[src/sv/lrbp_pkg.sv]
package lrbp_pkg;

    localparam int ID_BITS     = 3;
    localparam int WORD_BITS   = 32;
    localparam int VAR_ID_W    = 3;
    localparam int LEN_W       = 6;
    localparam int SCALE_W     = 8;
    localparam int FILL_W      = $clog2(WORD_BITS);
    localparam int CNT_W       = $clog2(ID_BITS + WORD_BITS + 1);
    localparam int ID_IDX_W    = (ID_BITS > 1) ? $clog2(ID_BITS) : 1;
    localparam int DIV_CNT_W   = $clog2(WORD_BITS);
    localparam int QUEUE_DEPTH = 2;

    localparam int IN_DATA_W   = ((VAR_ID_W + WORD_BITS + 7) / 8) * 8;
    localparam int LEN_TABLE_W = 48;
    localparam int SCL_TABLE_W = 64;
    localparam int APB_ADDR_W  = 4;
    localparam int APB_DATA_W  = 64;

    localparam logic [LEN_W-1:0]     MAX_LEN      = 6'd32;
    localparam logic [FILL_W-1:0]    STUFF_RUN    = 5'd30;
    localparam logic [FILL_W-1:0]    FILL_LAST    = FILL_W'(WORD_BITS - 1);
    localparam logic [WORD_BITS-1:0] SESSION_MARK = 32'hFFFF_FFFE;
    localparam logic [VAR_ID_W-1:0]  RESERVED_ID  = 3'd7;

    localparam logic [LEN_TABLE_W-1:0] LEN_RESET   = 48'd71485708370960;
    localparam logic [SCL_TABLE_W-1:0] SCALE_RESET = 64'h0101_0101_0101_0101;

    localparam logic OP_WRITE   = 1'b0;
    localparam logic OP_SESSION = 1'b1;

    // register select is address bit 3 (8-byte stride)
    localparam logic REG_LENGTH = 1'b0;
    localparam logic REG_SCALE  = 1'b1;

    typedef struct packed {
        logic                 session;
        logic [ID_BITS-1:0]   id;
        logic [LEN_W-1:0]     len;
        logic [WORD_BITS-1:0] value;
    } cmd_t;

    typedef enum logic [1:0] {
        F_IDLE,
        F_DIV,
        F_PUSH
    } front_state_t;

    typedef enum logic [1:0] {
        B_IDLE,
        B_PUMP,
        B_FLUSH,
        B_SESSION
    } back_state_t;

endpackage

[src/sv/lrbp_front.sv]
module lrbp_front (
    input  logic                                aclk,
    input  logic                                aresetn,
    input  logic                                s_tvalid,
    output logic                                s_tready,
    input  logic [lrbp_pkg::IN_DATA_W-1:0]      s_tdata,   // var_id, raw_value
    input  logic [0:0]                          s_tuser,   // opcode
    input  logic [lrbp_pkg::LEN_TABLE_W-1:0]    length_table,
    input  logic [lrbp_pkg::SCL_TABLE_W-1:0]    scale_table,
    output lrbp_pkg::cmd_t                      push_cmd,
    output logic                                push_valid,
    input  logic                                q_full
);

    lrbp_pkg::front_state_t                 state_reg, state_next;
    logic                                   session_reg, session_next;
    logic [lrbp_pkg::ID_BITS-1:0]           id_reg, id_next;
    logic [lrbp_pkg::LEN_W-1:0]             len_reg, len_next;
    logic [lrbp_pkg::SCALE_W-1:0]           div_reg, div_next;
    logic [lrbp_pkg::WORD_BITS-1:0]         quo_reg, quo_next;
    logic [lrbp_pkg::SCALE_W-1:0]           rem_reg, rem_next;
    logic [lrbp_pkg::DIV_CNT_W-1:0]         cnt_reg, cnt_next;

    logic [lrbp_pkg::VAR_ID_W-1:0]          acc_id;
    logic [lrbp_pkg::WORD_BITS-1:0]         acc_raw;
    logic [lrbp_pkg::LEN_W-1:0]             len_sel;
    logic [lrbp_pkg::SCALE_W-1:0]           scale_sel;
    logic [lrbp_pkg::SCALE_W:0]             trial;
    logic [lrbp_pkg::SCALE_W:0]             diff;
    logic                                   ge;
    logic [lrbp_pkg::WORD_BITS-1:0]         top;
    logic [lrbp_pkg::WORD_BITS-1:0]         sat_val;

    assign acc_id    = s_tdata[lrbp_pkg::VAR_ID_W-1:0];
    assign acc_raw   = s_tdata[lrbp_pkg::VAR_ID_W +: lrbp_pkg::WORD_BITS];
    assign len_sel   = length_table[lrbp_pkg::LEN_W*acc_id +: lrbp_pkg::LEN_W];
    assign scale_sel = scale_table[lrbp_pkg::SCALE_W*acc_id +: lrbp_pkg::SCALE_W];

    // restoring division, one quotient bit a cycle
    assign trial = {rem_reg, quo_reg[lrbp_pkg::WORD_BITS-1]};
    assign diff  = trial - {1'b0, div_reg};
    assign ge    = (trial >= {1'b0, div_reg});

    assign top = lrbp_pkg::WORD_BITS'(({1'b0, {lrbp_pkg::WORD_BITS{1'b0}}} | 33'd1) << len_reg)
                 - lrbp_pkg::WORD_BITS'(1);

    always_comb begin
        if (len_reg < lrbp_pkg::MAX_LEN && quo_reg > top) begin
            sat_val = top;
        end else begin
            sat_val = quo_reg;
        end
    end

    assign s_tready   = (state_reg == lrbp_pkg::F_IDLE);
    assign push_valid = (state_reg == lrbp_pkg::F_PUSH);

    always_comb begin
        push_cmd.session = session_reg;
        push_cmd.id      = id_reg;
        push_cmd.len     = len_reg;
        push_cmd.value   = sat_val;
    end

    always_comb begin
        state_next   = state_reg;
        session_next = session_reg;
        id_next      = id_reg;
        len_next     = len_reg;
        div_next     = div_reg;
        quo_next     = quo_reg;
        rem_next     = rem_reg;
        cnt_next     = cnt_reg;
        case (state_reg)
            lrbp_pkg::F_IDLE: begin
                if (s_tvalid) begin
                    if (s_tuser[0] == lrbp_pkg::OP_SESSION) begin
                        session_next = 1'b1;
                        state_next   = lrbp_pkg::F_PUSH;
                    end else if (acc_id != lrbp_pkg::RESERVED_ID) begin
                        session_next = 1'b0;
                        id_next      = lrbp_pkg::ID_BITS'(acc_id);
                        len_next     = (len_sel > lrbp_pkg::MAX_LEN) ? lrbp_pkg::MAX_LEN
                                                                     : len_sel;
                        div_next     = (scale_sel == '0) ? lrbp_pkg::SCALE_W'(1) : scale_sel;
                        quo_next     = acc_raw;
                        rem_next     = '0;
                        cnt_next     = '0;
                        state_next   = lrbp_pkg::F_DIV;
                    end
                end
            end
            lrbp_pkg::F_DIV: begin
                quo_next = {quo_reg[lrbp_pkg::WORD_BITS-2:0], ge};
                rem_next = ge ? diff[lrbp_pkg::SCALE_W-1:0] : trial[lrbp_pkg::SCALE_W-1:0];
                cnt_next = cnt_reg + lrbp_pkg::DIV_CNT_W'(1);
                if (cnt_reg == {lrbp_pkg::DIV_CNT_W{1'b1}}) begin
                    state_next = lrbp_pkg::F_PUSH;
                end
            end
            lrbp_pkg::F_PUSH: begin
                if (!q_full) begin
                    state_next = lrbp_pkg::F_IDLE;
                end
            end
            default: begin
                state_next = lrbp_pkg::F_IDLE;
            end
        endcase
    end

    always_ff @(posedge aclk) begin
        if (!aresetn) begin
            state_reg <= lrbp_pkg::F_IDLE;
            cnt_reg   <= '0;
        end else begin
            state_reg <= state_next;
            cnt_reg   <= cnt_next;
        end
    end

    always_ff @(posedge aclk) begin
        session_reg <= session_next;
        id_reg      <= id_next;
        len_reg     <= len_next;
        div_reg     <= div_next;
        quo_reg     <= quo_next;
        rem_reg     <= rem_next;
    end

endmodule

[src/sv/lrbp_fifo.sv]
module lrbp_fifo (
    input  logic            aclk,
    input  logic            aresetn,
    input  logic            push,
    input  lrbp_pkg::cmd_t  push_cmd,
    output logic            full,
    input  logic            pop,
    output lrbp_pkg::cmd_t  pop_cmd,
    output logic            empty
);

    localparam int PTR_W = (lrbp_pkg::QUEUE_DEPTH > 1) ? $clog2(lrbp_pkg::QUEUE_DEPTH) : 1;
    localparam int CNT_W = $clog2(lrbp_pkg::QUEUE_DEPTH + 1);

    lrbp_pkg::cmd_t     entry_reg [lrbp_pkg::QUEUE_DEPTH];
    logic [PTR_W-1:0]   wr_ptr_reg, wr_ptr_next;
    logic [PTR_W-1:0]   rd_ptr_reg, rd_ptr_next;
    logic [CNT_W-1:0]   count_reg, count_next;
    logic               do_push, do_pop;

    assign full    = (count_reg == CNT_W'(lrbp_pkg::QUEUE_DEPTH));
    assign empty   = (count_reg == '0);
    assign do_push = push && !full;
    assign do_pop  = pop && !empty;
    assign pop_cmd = entry_reg[rd_ptr_reg];

    always_comb begin
        wr_ptr_next = wr_ptr_reg;
        rd_ptr_next = rd_ptr_reg;
        count_next  = count_reg;
        if (do_push) begin
            wr_ptr_next = (wr_ptr_reg == PTR_W'(lrbp_pkg::QUEUE_DEPTH - 1)) ? '0
                          : wr_ptr_reg + PTR_W'(1);
        end
        if (do_pop) begin
            rd_ptr_next = (rd_ptr_reg == PTR_W'(lrbp_pkg::QUEUE_DEPTH - 1)) ? '0
                          : rd_ptr_reg + PTR_W'(1);
        end
        if (do_push && !do_pop) begin
            count_next = count_reg + CNT_W'(1);
        end else if (do_pop && !do_push) begin
            count_next = count_reg - CNT_W'(1);
        end
    end

    always_ff @(posedge aclk) begin
        if (!aresetn) begin
            wr_ptr_reg <= '0;
            rd_ptr_reg <= '0;
            count_reg  <= '0;
        end else begin
            wr_ptr_reg <= wr_ptr_next;
            rd_ptr_reg <= rd_ptr_next;
            count_reg  <= count_next;
        end
    end

    always_ff @(posedge aclk) begin
        if (do_push) begin
            entry_reg[wr_ptr_reg] <= push_cmd;
        end
    end

endmodule

[src/sv/lrbp_back.sv]
module lrbp_back (
    input  logic                            aclk,
    input  logic                            aresetn,
    input  lrbp_pkg::cmd_t                  pop_cmd,
    input  logic                            q_empty,
    output logic                            pop,
    output logic                            m_tvalid,
    input  logic                            m_tready,
    output logic [lrbp_pkg::WORD_BITS-1:0]  m_tdata,   // store_word
    output logic                            m_tlast    // last_word
);

    lrbp_pkg::back_state_t              state_reg, state_next;
    logic [lrbp_pkg::ID_BITS-1:0]       id_reg, id_next;
    logic [lrbp_pkg::LEN_W-1:0]         len_reg, len_next;
    logic [lrbp_pkg::WORD_BITS-1:0]     val_reg, val_next;
    logic [lrbp_pkg::CNT_W-1:0]         rem_reg, rem_next;
    logic [lrbp_pkg::WORD_BITS-1:0]     word_reg, word_next;
    logic [lrbp_pkg::FILL_W-1:0]        fill_reg, fill_next;
    logic [lrbp_pkg::FILL_W-1:0]        ones_reg, ones_next;
    logic                               stuff_reg, stuff_next;
    logic [lrbp_pkg::WORD_BITS-1:0]     pend_reg, pend_next;
    logic                               pend_valid_reg, pend_valid_next;
    logic [lrbp_pkg::WORD_BITS-1:0]     out_data_reg, out_data_next;
    logic                               out_last_reg, out_last_next;
    logic                               out_valid_reg, out_valid_next;

    logic [lrbp_pkg::CNT_W-1:0]         pos;
    logic [lrbp_pkg::ID_IDX_W-1:0]      id_idx;
    logic                               src_bit;
    logic                               in_bit;
    logic                               adv;
    logic                               insert;
    logic                               done;
    logic                               stall;
    logic                               out_free;

    assign m_tvalid = out_valid_reg;
    assign m_tdata  = out_data_reg;
    assign m_tlast  = out_last_reg;
    assign out_free = !out_valid_reg || m_tready;

    // id bits first, then value bits, each MSB first
    assign pos    = rem_reg - lrbp_pkg::CNT_W'(1);
    assign id_idx = lrbp_pkg::ID_IDX_W'(pos - lrbp_pkg::CNT_W'(len_reg));

    always_comb begin
        if (pos < lrbp_pkg::CNT_W'(len_reg)) begin
            src_bit = val_reg[pos[lrbp_pkg::FILL_W-1:0]];
        end else begin
            src_bit = id_reg[id_idx];
        end
    end

    assign insert = !stuff_reg && src_bit && (ones_reg >= lrbp_pkg::STUFF_RUN);
    assign in_bit = stuff_reg ? 1'b1 : (insert ? 1'b0 : src_bit);
    assign adv    = !insert;
    assign done   = (fill_reg == lrbp_pkg::FILL_LAST);
    assign stall  = done && pend_valid_reg && !out_free;

    always_comb begin
        state_next      = state_reg;
        id_next         = id_reg;
        len_next        = len_reg;
        val_next        = val_reg;
        rem_next        = rem_reg;
        word_next       = word_reg;
        fill_next       = fill_reg;
        ones_next       = ones_reg;
        stuff_next      = stuff_reg;
        pend_next       = pend_reg;
        pend_valid_next = pend_valid_reg;
        out_data_next   = out_data_reg;
        out_last_next   = out_last_reg;
        out_valid_next  = out_valid_reg && !m_tready;
        pop             = 1'b0;
        case (state_reg)
            lrbp_pkg::B_IDLE: begin
                if (!q_empty) begin
                    pop = 1'b1;
                    if (pop_cmd.session) begin
                        state_next = lrbp_pkg::B_SESSION;
                    end else begin
                        id_next    = pop_cmd.id;
                        len_next   = pop_cmd.len;
                        val_next   = pop_cmd.value;
                        rem_next   = lrbp_pkg::CNT_W'(lrbp_pkg::ID_BITS)
                                     + lrbp_pkg::CNT_W'(pop_cmd.len);
                        stuff_next = 1'b0;
                        state_next = lrbp_pkg::B_PUMP;
                    end
                end
            end
            lrbp_pkg::B_PUMP: begin
                if (!stall) begin
                    word_next = {in_bit, word_reg[lrbp_pkg::WORD_BITS-1:1]};
                    fill_next = fill_reg + lrbp_pkg::FILL_W'(1);
                    if (stuff_reg) begin
                        stuff_next = 1'b0;
                    end else if (insert) begin
                        ones_next  = lrbp_pkg::FILL_W'(1);
                        stuff_next = 1'b1;
                    end else if (src_bit) begin
                        ones_next = ones_reg + lrbp_pkg::FILL_W'(1);
                    end else begin
                        ones_next = '0;
                    end
                    if (done) begin
                        if (pend_valid_reg) begin
                            out_data_next  = pend_reg;
                            out_last_next  = 1'b0;
                            out_valid_next = 1'b1;
                        end
                        pend_next       = word_next;
                        pend_valid_next = 1'b1;
                    end
                    if (adv) begin
                        rem_next = rem_reg - lrbp_pkg::CNT_W'(1);
                        if (rem_reg == lrbp_pkg::CNT_W'(1)) begin
                            state_next = lrbp_pkg::B_FLUSH;
                        end
                    end
                end
            end
            lrbp_pkg::B_FLUSH: begin
                if (!pend_valid_reg) begin
                    state_next = lrbp_pkg::B_IDLE;
                end else if (out_free) begin
                    out_data_next   = pend_reg;
                    out_last_next   = 1'b1;
                    out_valid_next  = 1'b1;
                    pend_valid_next = 1'b0;
                    state_next      = lrbp_pkg::B_IDLE;
                end
            end
            lrbp_pkg::B_SESSION: begin
                if (out_free) begin
                    out_data_next  = lrbp_pkg::SESSION_MARK;
                    out_last_next  = 1'b1;
                    out_valid_next = 1'b1;
                    word_next      = '0;
                    fill_next      = '0;
                    ones_next      = '0;
                    state_next     = lrbp_pkg::B_IDLE;
                end
            end
            default: begin
                state_next = lrbp_pkg::B_IDLE;
            end
        endcase
    end

    always_ff @(posedge aclk) begin
        if (!aresetn) begin
            state_reg      <= lrbp_pkg::B_IDLE;
            rem_reg        <= '0;
            word_reg       <= '0;
            fill_reg       <= '0;
            ones_reg       <= '0;
            stuff_reg      <= 1'b0;
            pend_valid_reg <= 1'b0;
            out_valid_reg  <= 1'b0;
        end else begin
            state_reg      <= state_next;
            rem_reg        <= rem_next;
            word_reg       <= word_next;
            fill_reg       <= fill_next;
            ones_reg       <= ones_next;
            stuff_reg      <= stuff_next;
            pend_valid_reg <= pend_valid_next;
            out_valid_reg  <= out_valid_next;
        end
    end

    always_ff @(posedge aclk) begin
        id_reg       <= id_next;
        len_reg      <= len_next;
        val_reg      <= val_next;
        pend_reg     <= pend_next;
        out_data_reg <= out_data_next;
        out_last_reg <= out_last_next;
    end

`ifndef SYNTH
    a_idle_no_pending: assert property (@(posedge aclk) disable iff (!aresetn)
        state_reg == lrbp_pkg::B_IDLE |-> !pend_valid_reg)
        else $error("pending word left at item end");

    a_stuff_run: assert property (@(posedge aclk) disable iff (!aresetn)
        stuff_reg |-> (ones_reg == lrbp_pkg::FILL_W'(1)) && state_reg == lrbp_pkg::B_PUMP)
        else $error("stuffed zero with wrong run count");

    a_session_mark: assert property (@(posedge aclk) disable iff (!aresetn)
        state_reg == lrbp_pkg::B_SESSION && out_free |=>
            out_valid_reg && out_last_reg && out_data_reg == lrbp_pkg::SESSION_MARK
            && fill_reg == '0 && ones_reg == '0)
        else $error("session marker not issued");
`endif

endmodule

[src/sv/log_record_bit_packer_unit.sv]
// Write record: accept, bit-serial divide, enqueue and dequeue, then one cycle per emitted
// bit unless the output stalls (3 id bits, up to 32 value bits, stuffed zeros), plus a flush.
// Divider and bit pump overlap through a 2-entry queue, so the front can divide a new record
// while the pump still emits the last one. Session command: emits the session marker word.
// Reset (aresetn low, synchronous) empties the queue, clears the partial word and counters,
// and loads the length and scale tables with their defaults.
module log_record_bit_packer_unit (
    input  logic                                aclk,
    input  logic                                aresetn,
    input  logic                                s_tvalid,
    output logic                                s_tready,
    input  logic [lrbp_pkg::IN_DATA_W-1:0]      s_tdata,   // [2:0] var_id, [34:3] raw_value
    input  logic [0:0]                          s_tuser,   // [0] opcode
    output logic                                m_tvalid,
    input  logic                                m_tready,
    output logic [lrbp_pkg::WORD_BITS-1:0]      m_tdata,   // [31:0] store_word
    output logic                                m_tlast,   // last_word
    input  logic                                psel,
    input  logic                                penable,
    input  logic                                pwrite,
    input  logic [lrbp_pkg::APB_ADDR_W-1:0]     paddr,
    input  logic [lrbp_pkg::APB_DATA_W-1:0]     pwdata,
    output logic [lrbp_pkg::APB_DATA_W-1:0]     prdata,
    output logic                                pready
);

    logic [lrbp_pkg::LEN_TABLE_W-1:0]   length_reg;
    logic [lrbp_pkg::SCL_TABLE_W-1:0]   scale_reg;
    logic                               cfg_wr;

    lrbp_pkg::cmd_t                     push_cmd;
    lrbp_pkg::cmd_t                     pop_cmd;
    logic                               push_valid;
    logic                               q_full;
    logic                               q_empty;
    logic                               pop;

    assign pready = 1'b1;
    assign cfg_wr = psel && penable && pwrite && pready;

    always_ff @(posedge aclk) begin
        if (!aresetn) begin
            length_reg <= lrbp_pkg::LEN_RESET;
            scale_reg  <= lrbp_pkg::SCALE_RESET;
        end else if (cfg_wr) begin
            if (paddr[3] == lrbp_pkg::REG_LENGTH) begin
                length_reg <= pwdata[lrbp_pkg::LEN_TABLE_W-1:0];
            end else begin
                scale_reg <= pwdata;
            end
        end
    end

    always_comb begin
        if (paddr[3] == lrbp_pkg::REG_SCALE) begin
            prdata = scale_reg;
        end else begin
            prdata = lrbp_pkg::APB_DATA_W'(length_reg);
        end
    end

    lrbp_front u_front (
        .aclk         (aclk),
        .aresetn      (aresetn),
        .s_tvalid     (s_tvalid),
        .s_tready     (s_tready),
        .s_tdata      (s_tdata),
        .s_tuser      (s_tuser),
        .length_table (length_reg),
        .scale_table  (scale_reg),
        .push_cmd     (push_cmd),
        .push_valid   (push_valid),
        .q_full       (q_full)
    );

    lrbp_fifo u_fifo (
        .aclk     (aclk),
        .aresetn  (aresetn),
        .push     (push_valid),
        .push_cmd (push_cmd),
        .full     (q_full),
        .pop      (pop),
        .pop_cmd  (pop_cmd),
        .empty    (q_empty)
    );

    lrbp_back u_back (
        .aclk     (aclk),
        .aresetn  (aresetn),
        .pop_cmd  (pop_cmd),
        .q_empty  (q_empty),
        .pop      (pop),
        .m_tvalid (m_tvalid),
        .m_tready (m_tready),
        .m_tdata  (m_tdata),
        .m_tlast  (m_tlast)
    );

endmodule
[config.mk]
export PLATFORM = sky130hd
export DESIGN_NAME = log_record_bit_packer_unit
export DESIGN_NICKNAME = d
export VERILOG_FILES = /design/src/sv/lrbp_pkg.sv /design/src/sv/lrbp_front.sv /design/src/sv/lrbp_fifo.sv /design/src/sv/lrbp_back.sv /design/src/sv/log_record_bit_packer_unit.sv
export SDC_FILE = /design/constraint.sdc
export NUM_CORES = 1
export LEC_CHECK = 0
export BUFFER_PORTS_ARGS = -buffer_cell sky130_fd_sc_hd__buf_4
export CELL_PAD_IN_SITES_DETAIL_PLACEMENT = 2
export CELL_PAD_IN_SITES_GLOBAL_PLACEMENT = 2
export CORE_AREA = 3 3 220 222
export DETAILED_ROUTE_END_ITERATION = 12
export DIE_AREA = 0 0 223 225
export GPL_ROUTABILITY_DRIVEN = 0
export HOLD_SLACK_MARGIN = 0.05
export PLACE_DENSITY = 0.83
export SLEW_MARGIN = 20
export SYNTH_ARGS = -nofsm -noshare
export SYNTH_HDL_FRONTEND = slang
export SYNTH_SLANG_ARGS = --single-unit
[constraint.sdc]
create_clock -name aclk -period 14.5 [get_ports aclk]
set_clock_uncertainty 0.15 [all_clocks]
set_input_delay 2.175 -clock aclk [delete_from_list [all_inputs] [get_ports aclk]]
set_output_delay 2.175 -clock aclk [all_outputs]
set_load 0.01 [all_outputs]
==> flow_summary.ini <==
[layout]
drive_above_1_share_pct = 22.4
fillers = 4648
finalInstanceArea_sq_mm = 0.0233
fin_util_pct = 50.1
largest_reg_flops = 84
area_growth_pct = 19.0
stdcell_count = 2620
finalNetCount = 2144
multi_input_area_sq_mm = 0.00809
register_area_sq_mm = 0.0110

[critical_path]
path_class = reg -> reg
critical_path_required_ps = 14660
r2r_cells = 15
arrival_ps = 6530
r2r-start = u_front.len_reg[2]
cp_max_fo = 32
critPathMaxStageDelay_ps = 950
start_kind = flop
cp_slowest_cell = edfxtp_1
cp.depth = 15
startpoint = u_front.len_reg[2]
path_cells = or2_1 > nor2_1 > nand2_1 > ha_1 > o21ai_1 > nor2_1 > a31oi_1 > ha_1 > and3_1 > nand4_1 > o41ai_1 > nor4_2 > buf_4 > a21o_2 > a21oi_1
endpoint_kind = flop
cp_top_family = compound AO/OA/AOI/OAI gates
critPathBufInv = 1

[power]
combPwrFrac_pct = 23.3
switchingPower_uw = 1140
p_seq_share_pct = 42.5
ir_drop_uv = 87.3
sw_frac_of_total_pct = 32.0
power_density_mw_per_mm2 = 152
p_leak_uw = 0.00866
p_clk_share_pct = 34.2
internal_power_uw = 2410

[worst_hold_path]
min_path_type = reg -> reg
min_path_cells = 0
hp-start = u_back.word_reg[1]

[synthesis]
synth_seq_cells = 424
synth_warnings = 0
ys_types = 69
syn_inst = 1808
synth_edf_count = 248
synthTopCellsByArea = edfxtp_1 38%, dfxtp_1 18%, nand2_1 7.5%, mux2_2 5.5%, a21oi_1 5.0%
netlist_area_sq_mm = 0.0196
yosys-top-cells-count = 390 x nand2_1, 248 x edfxtp_1, 194 x a21oi_1
synth-main-ff-cell = edfxtp_1
ys_seq_area_share_pct = 56.0
synth_top_area_share_pct = 38.0
synthMostInstantiatedCell = nand2_1
async_reset_ff_share_pct = 0
yosysTopAreaCell = edfxtp_1
syn_nets = 1982
avgSynthCellArea_sq_um = 10.8

[sta]
finalMaxSlewViolations = 0
max_slew.worst_pin.slew_ps = 968
fin_crit_ps = 6370
finalSetupTns_ps = 0
fmax_mhz = 157
rsz0062_at_grt = no
maxSlewHeadroom_pct = 35.1
hold_violations = 0
worst_slack_ps = 8130
fin_crit_sh_pct = 43.9
setup-violations-final = 0

[routing]
drt_wl_total_um = 67500
vias = 15083
first_iter_violations = 1123
final_antenna_net_count = 0
dr.pass1.iters = 5
viasPerCell = 5.76
wl_per_cell_um = 25.8
drc_errors = 0

[clocking]
clockRootBuffer = clkbuf_16
cts_buffer_depth = 3
cts_tree = built
cts-htree-levels = 2
path_clk_slew_ps = 60
clock_latency_ps = 620
cts_resized = 0
clock-sinks = 424
cts_buffers = 48
cts_setup_buffers = 0
cts_hold_buf = 0

[placement]
dp_hpwl_um = 45300
dpl.cell_count = 2525
dpl-instance-area_sq_mm = 0.0217
portBuffers = 206
dp_slack_ps = 8030

[global_routing]
grt_antenna_before_repair = 4
grt_overflow_total = 0
grt_max_degree = 101
grtUsageTotal_pct = 26.2
grt_first_pass_wirelength_um = 102000
grt_pass1_vias = 16538

[die]
die_x_um = 223
initial_core_util_pct = 42.1
rows = 79
core_sq_mm = 0.0466
dieArea_sq_mm = 0.0502
io_pins = 216
fp.dieH_um = 225

[run]
cap_viol_max_count = 0

[outcome]
status = finished clean
==> worst paths after layout <==
| check | to | slack [ps] |
|---|---|---|
| max | u_fifo.entry_reg[0][22] | 8130 |
| min | u_back.pend_reg[0] | 290 |
| max reg2reg | u_fifo.entry_reg[0][22] | 8130 |
| min reg2reg | u_back.pend_reg[0] | 290 |
==> layout make-up <==
cell class              count  share of cell area, %
flip-flops and latches    424                   47.1
multi-input cells        1228                   34.7
repair buffers            225                   7.57
clock buffers              62                   5.42
well taps                 607                   3.26
clock inverters            27                   1.25
inverters                  43                  0.703
diodes                      4                 0.0429
==> cell usage in the layout, fill, tap and decap left out, types with 35 or more instances in the layout <==
cell / count
nand2b_1: 39
mux2_2: 95
ha_1: 56
o21ai_0: 36
nand2_1: 389
buf_4: 220
inv_1: 41
a21oi_1: 193
nand3_1: 63
clkbuf_16: 48
nor2_1: 46
edfxtp_1: 248
mux4_2: 35
dfxtp_1: 175
==> stage by stage <==
stage | total power, uW | hold slack, ps
after floorplan | 2030 | 258
after global routing | 3710 | 310
after detailed placement | 2330 | 280
after CTS | 3570 | 293
after global placement | 2250 | 264
final | 3550 | 294
==> logic make-up (layout without fill, tap and decap cells) <==
kind of cell             after synthesis  after routing  synth area share, %
buffers and inverters                156            357                 3.09
adder cells (fa/ha/maj)               58             58                 3.78
other                                  1              5               0.0191
AO/OA/AOI/OAI                        345            345                 10.4
flip-flops                           424            424                 56.0
AND/OR/NAND/NOR                      646            646                 14.8
multiplexers                         159            159                 11.1
XOR/XNOR                              19             19                0.850
==> routing by layer <==
layer | GRT usage, % | up-vias | part of all wire (%)
met3 | 4.22 | 125 | 4.6
met2 | 45.1 | 413 | 50
met4 | 8.65 | 2 | 3.4
met5 | 0 | - | 0.019
li1 | - | 6800 | -
met1 | 33.8 | 7743 | 42
==> power groups by stage <==
stage	Combinational (uW)	Sequential [uW]	Clock, uW
global route	903	1520	1280
finish	827	1510	1210
detailed placement	799	1530	0
global placement	734	1520	0
floorplan	561	1470	0
CTS	823	1510	1230
==> worst reg2reg max path: cells and delay by family, from the launching register on <==
| family | cells | cell delay, ps |
|---|---|---|
| flops | 1 | 950 |
| fa+ha+maj | 2 | 1040 |
| simple gates | 7 | 1350 |
| buf+inv | 1 | 260 |
| compound gates | 5 | 2310 |
Power figures use the tool's default switching activity.
